### config.mk
export PLATFORM = sky130hd
export DESIGN_NAME = tip_cell
export DESIGN_NICKNAME = d
export VERILOG_FILES = /design/src/design/tip_pkg.sv /design/src/design/tip_cell.sv
export SDC_FILE = /design/constraint.sdc
export NUM_CORES = 2
export LEC_CHECK = 0
export BUFFER_PORTS_ARGS = -buffer_cell sky130_fd_sc_hd__buf_4
export CAP_MARGIN = 30
export CORE_ASPECT_RATIO = 1.25
export CORE_MARGIN = 2
export CORE_UTILIZATION = 59
export DETAILED_ROUTE_END_ITERATION = 16
export PLACE_DENSITY = 0.82
export SYNTH_ARGS = -nofsm -noshare
export SYNTH_HDL_FRONTEND = slang
export SYNTH_SLANG_ARGS = --single-unit
### constraint.sdc
create_clock -name aclk -period 8.6 [get_ports aclk]
set_input_delay 1.72 -clock aclk [delete_from_list [all_inputs] [get_ports aclk]]
set_output_delay 1.72 -clock aclk [all_outputs]
set_load 0.01 [all_outputs]
### src/design/tip_pkg.sv
// Shared types and constants for the tagged interval profiler.
package tip_pkg;

    localparam int TAG_W   = 16;
    localparam int TS_W    = 64;
    localparam int IDX_W   = 6;
    localparam int CNT_W   = 32;
    localparam int IDX_LIM = 2 ** IDX_W;

    localparam logic [CNT_W-1:0] COUNT_MAX = {CNT_W{1'b1}};
    localparam logic [TS_W-1:0]  TIME_MAX  = {TS_W{1'b1}};

    typedef enum logic [1:0] {
        ACT_START = 2'd0,
        ACT_STOP  = 2'd1,
        ACT_CLEAR = 2'd2,
        ACT_READ  = 2'd3
    } tip_action_t;

    typedef enum logic [1:0] {
        ST_OK        = 2'd0,
        ST_FULL      = 2'd1,
        ST_NOT_FOUND = 2'd2,
        ST_UNUSED    = 2'd3
    } tip_status_t;

    typedef struct packed {
        tip_action_t      action;
        logic [TAG_W-1:0] tag_id;
        logic [TS_W-1:0]  timestamp;
        logic [IDX_W-1:0] read_slot;
    } tip_in_t;

    typedef struct packed {
        tip_status_t      status;
        logic [IDX_W-1:0] slot_index;
        logic [TAG_W-1:0] slot_tag;
        logic [CNT_W-1:0] call_count;
        logic [TS_W-1:0]  total_time;
        logic [TS_W-1:0]  low_time;
        logic [TS_W-1:0]  high_time;
    } tip_out_t;

    // A request travelling along the chain, together with its result so far.
    typedef struct packed {
        tip_in_t  req;
        logic     resolved;
        tip_out_t result;
    } tip_pkt_t;

endpackage

### src/design/tip_cell.sv
// One slot of the profiler table, passing requests on to the next slot.
module tip_cell #(
    parameter int INDEX    = 0,
    parameter int TAG_BITS = 16
) (
    input  logic            aclk,
    input  logic            aresetn,
    input  logic            advance,
    input  logic            in_valid,
    input  tip_pkg::tip_pkt_t in_pkt,
    output logic            out_valid,
    output tip_pkg::tip_pkt_t out_pkt
);
    import tip_pkg::*;

    localparam int KEY_W = (TAG_BITS < TAG_W) ? TAG_BITS : TAG_W;
    localparam logic [IDX_W-1:0] CELL_IDX = IDX_W'(INDEX);
    localparam logic             ADDRESSABLE = (INDEX < IDX_LIM);

    logic             valid_reg;
    tip_pkt_t         pkt_reg, pkt_next;
    logic             used_reg, used_next;
    logic [KEY_W-1:0] key_reg, key_next;
    logic [TS_W-1:0]  start_reg, start_next;
    logic [TS_W-1:0]  sum_reg, sum_next;
    logic [CNT_W-1:0] cnt_reg, cnt_next;
    logic [TS_W-1:0]  min1_reg, min1_next;
    logic [TS_W-1:0]  min2_reg, min2_next;
    logic [TS_W-1:0]  max1_reg, max1_next;
    logic [TS_W-1:0]  max2_reg, max2_next;

    logic             key_hit;
    logic             hit;
    logic             few;
    logic [TS_W-1:0]  interval;

    assign key_hit  = used_reg && (key_reg == in_pkt.req.tag_id[KEY_W-1:0]);
    assign interval = in_pkt.req.timestamp - start_reg;

    always_comb begin
        pkt_next   = in_pkt;
        used_next  = used_reg;
        key_next   = key_reg;
        start_next = start_reg;
        sum_next   = sum_reg;
        cnt_next   = cnt_reg;
        min1_next  = min1_reg;
        min2_next  = min2_reg;
        max1_next  = max1_reg;
        max2_next  = max2_reg;
        hit        = 1'b0;

        if (in_valid && !in_pkt.resolved) begin
            unique case (in_pkt.req.action)
                ACT_START: begin
                    if (!used_reg) begin
                        used_next  = 1'b1;
                        key_next   = in_pkt.req.tag_id[KEY_W-1:0];
                        sum_next   = '0;
                        cnt_next   = '0;
                        min1_next  = TIME_MAX;
                        min2_next  = TIME_MAX;
                        max1_next  = '0;
                        max2_next  = '0;
                        start_next = in_pkt.req.timestamp;
                        hit        = 1'b1;
                    end else if (key_hit) begin
                        start_next = in_pkt.req.timestamp;
                        hit        = 1'b1;
                    end
                end
                ACT_STOP: begin
                    // Used slots form a prefix, so the first free slot ends the search.
                    if (!used_reg) begin
                        pkt_next.resolved = 1'b1;
                    end else if (key_hit) begin
                        if (interval < min1_reg) begin
                            min2_next = min1_reg;
                            min1_next = interval;
                        end else if (interval < min2_reg) begin
                            min2_next = interval;
                        end
                        if (interval > max1_reg) begin
                            max2_next = max1_reg;
                            max1_next = interval;
                        end else if (interval > max2_reg) begin
                            max2_next = interval;
                        end
                        sum_next = sum_reg + interval;
                        if (cnt_reg != COUNT_MAX) begin
                            cnt_next = cnt_reg + CNT_W'(1);
                        end
                        hit = 1'b1;
                    end
                end
                ACT_CLEAR: begin
                    used_next = 1'b0;
                end
                ACT_READ: begin
                    if (ADDRESSABLE && used_reg && (in_pkt.req.read_slot == CELL_IDX)) begin
                        hit = 1'b1;
                    end
                end
                default: begin
                end
            endcase
        end

        few = (cnt_next <= CNT_W'(2));
        if (hit) begin
            pkt_next.resolved          = 1'b1;
            pkt_next.result.status     = ST_OK;
            pkt_next.result.slot_index = CELL_IDX;
            pkt_next.result.slot_tag   = TAG_W'(key_next);
            pkt_next.result.call_count = cnt_next;
            pkt_next.result.total_time = sum_next;
            pkt_next.result.low_time   = few ? min1_next : min2_next;
            pkt_next.result.high_time  = few ? max1_next : max2_next;
        end
    end

    always_ff @(posedge aclk) begin
        if (!aresetn) begin
            valid_reg <= 1'b0;
            used_reg  <= 1'b0;
        end else if (advance) begin
            valid_reg <= in_valid;
            used_reg  <= used_next;
        end
    end

    always_ff @(posedge aclk) begin
        if (advance) begin
            pkt_reg   <= pkt_next;
            key_reg   <= key_next;
            start_reg <= start_next;
            sum_reg   <= sum_next;
            cnt_reg   <= cnt_next;
            min1_reg  <= min1_next;
            min2_reg  <= min2_next;
            max1_reg  <= max1_next;
            max2_reg  <= max2_next;
        end
    end

    assign out_valid = valid_reg;
    assign out_pkt   = pkt_reg;

endmodule

==> run_results.csv <==
group,metric,value,unit
outcome,outcome,"finished clean",
worst_setup_path,worstPathArrival,8710,ps
placement,place_hpwl,132,mm
worst_hold_path,min_from,"out_valid",
worst_setup_path,cp.required,8980,ps
placement,placed_cell_area,0.0577,mm2
worst_setup_path,crit_top_cell,"o21ai_0",
floorplan,io_pins,679,
floorplan,die_x,262,um
route,wirelength,179,mm
synth,netlist_area,0.0492,mm2
placement,gp_congestion,1.01,
clock_network,cts-htree-levels,3,
route,dr.first_iter.drc_count,5782,
route,vias,46400,
sta,setup_tns,0,ps
placement,dp_worst_setup_slack,-428,ps
worst_setup_path,cp_slowest_cell,"xor2_1",
floorplan,start_util,59.5,%
route,drc,0,
global_routing,grt_max_degree,187,
finish,layout.nets,6678,
clock_network,cts.path.max_buffers,3,
finish,fin_cells,7108,
synth,synth.area.top_cells,"edfxtp_1 (47%), ha_1 (9.7%), nand2_1 (5.9%)",
power,total_power,11.1,mW
clock_network,numClockSinks,771,
synth,synth-seq-cells,771,
global_routing,grt_overflow_total,0,
route,drt-vias-per-instance,6.52,
synth,synth-seq-area-share,47.0,%
worst_hold_path,min_path_cells,2,
sta,rsz0062_at_grt,"no",
global_routing,grt_pass1_vias,45100,
synth,syn_area_per_cell,9.64,um2
placement,port_buffers,678,
clock_network,holdBufCountCts,0,
sta,tightest_slew,1120,ps
synth,synth_fp_nets,5832,
sta,final_hold_viol_count,0,
synth,ys_types,97,
power,vdd_drop_max,0.178,mV
sta,max-slew-margin-rel,25.3,%
synth,yosysTopAreaCell,"edfxtp_1",
power,power.density,183,mW/mm2
finish,stdcell_area,0.0605,mm2
floorplan,rows,118,
finish,layout_common_cells,"buf_4 (1,001), nand2_1 (773), edfxtp_1 (769)",
finish,layout_commonest_cell,"buf_4",
synth,synth_top_flop_cell,"edfxtp_1",
worst_setup_path,r2r_end,"out_pkt[63]",
placement,dp.cells,6950,
clock_network,clkLatencyLatePin,670,ps
global_routing,grt_antenna_before_repair,9,
floorplan,die_y,327,um
floorplan,core_area,0.0828,mm2
synth,synth-async-reset-ratio,0,%
finish,drive_gt1_share,20.4,%
flow_run,drv_cap,0,
worst_setup_path,slowest_delay,580,ps
clock_network,cts-root-buf,"clkbuf_16",
worst_setup_path,rrSetupSlack,1180,ps
clock_network,cts_tree,"yes",
power,p_leak,26.8,nW
worst_setup_path,worstPathMaxFanout,35,
synth,yosysWarningCount,0,
synth,netlist.area_leader.share,46.9,%
worst_setup_path,start_kind,"input port",
sta,clock_skew,27.2,ps
worst_setup_path,crit_path_end_kind,"flop",
synth,synth_edf_count,769,
clock_network,clkTransAtPathRegs,60,ps
sta,fmax,0.120,GHz
route,wl_per_cell,25.2,um
sta,maxSlewViolCount,0,
sta,finalSetupViolations,0,
sta,finalCritPeriodShare,96.9,%
floorplan,dieArea,0.0858,mm2
clock_network,cts_buffers,80,
worst_setup_path,worstSetupPathType,"in2reg",
worst_setup_path,rr_startpoint,"start_reg[0]",
global_routing,grt_pass1_wl,265,mm
global_routing,grtUsageTotal,40.2,%
sta,fin_ws,271,ps
worst_hold_path,min_path_type,"reg2reg",
worst_setup_path,rr_worst_depth,28,
sta,fin_crit,8330,ps
finish,largest_register_ffs,337,
finish,syn_to_final_growth,22.8,%
worst_hold_path,holdPathEnd,"out_valid",
synth,synth_cells,5108,
route,dr.pass1.iters,8,
route,ant_nets,0,
==> layer usage <==
metal	global-route usage [%]	wire, um	vias to the layer above
li1	-	-	20600
met1	50.6	65800	21900
met2	64.3	81500	3077
met3	8.13	19300	720
met4	24.6	12400	2
met5	0	11	-
==> critical path, delay by kind of cell <==
family | cells | cell delay [ps]
muxes | 1 | 410
xor gates and xnor gates | 1 | 580
buffers and inverters | 6 | 760
and+or+nand+nor | 6 | 1270
AOI/OAI and AO/OA | 13 | 3030
adders and majority gates | 3 | 870
==> area by class of cell <==
class	count	area, um2
multi-input combinational	3662	23600
tap	1080	1350
antenna	7	17.5
clock inverter	53	539
sequential	771	23100
clock buffer	96	2170
timing repair buffer	1028	8070
fill	6114	22400
inverter	411	1540
==> worst max-delay path by stage <==
| stage | cells after the start | slack (ps) | endpoint | startpoint |
|---|---|---|---|---|
| after detailed placement | 29 | -430 | out_pkt[5] | in_pkt[255] |
| final | 30 | 270 | out_pkt[63] | in_pkt[255] |
| after global placement | 29 | -190 | out_pkt[6] | in_pkt[255] |
| after CTS | 29 | 200 | out_pkt[6] | in_pkt[255] |
| after global routing | 32 | 50 | out_pkt[41] | in_pkt[255] |
| after floorplan | 28 | 640 | out_pkt[27] | in_pkt[267] |
==> stage by stage <==
step | hold slack [ps] | util, %
2_1_floorplan | 529 | -
3_3_place_gp | 510 | 69.6
3_5_place_dp | 513 | 69.6
4_1_cts | 528 | 72.9
5_1_grt | 556 | 73.0
6_report | 533 | 73.0
==> synth_stat cells, drive strengths merged, types with 27 or more instances <==
cell type  number
nand2         777
edfxtp        769
inv           411
o21ai         400
ha            381
a21oi         376
nor2          324
clkbuf        222
a21o          107
nor3          105
nand4          96
a31oi          76
mux2i          74
xor2           68
nand3          66
xnor2          63
a221oi         58
a22o           56
buf            43
o22ai          42
a211oi         39
o21bai         37
o31ai          36
o211ai         35
nor4           34
o21a           32
and2           27
==> cell families (layout without fill, tap and decap cells) <==
family | count (synthesis) | after routing | share of synthesized area (%)
multiplexers | 87 | 87 | 1.81
AO/OA/AOI/OAI | 1498 | 1498 | 19.5
adder cells (fa/ha/maj) | 383 | 383 | 9.76
AND/OR/NAND/NOR | 1562 | 1563 | 14.3
XOR/XNOR | 131 | 131 | 2.33
buffers and inverters | 676 | 1588 | 5.35
flip-flops | 771 | 771 | 47.0
other | 0 | 7 | 0
==> what timing repair did <==
action / CTS / global route
resized for setup: 0 / 4
buffers inserted: 0 / 0
endpoints found under the setup margin: 0 / 50
==> power breakdown <==
part	internal (mW)	leakage, nW	switching, mW
Combinational	1.11	17.9	1.69
Sequential	4.44	7.51	0.136
Clock	2.11	1.31	1.57
(Power assumes the default switching activity.)
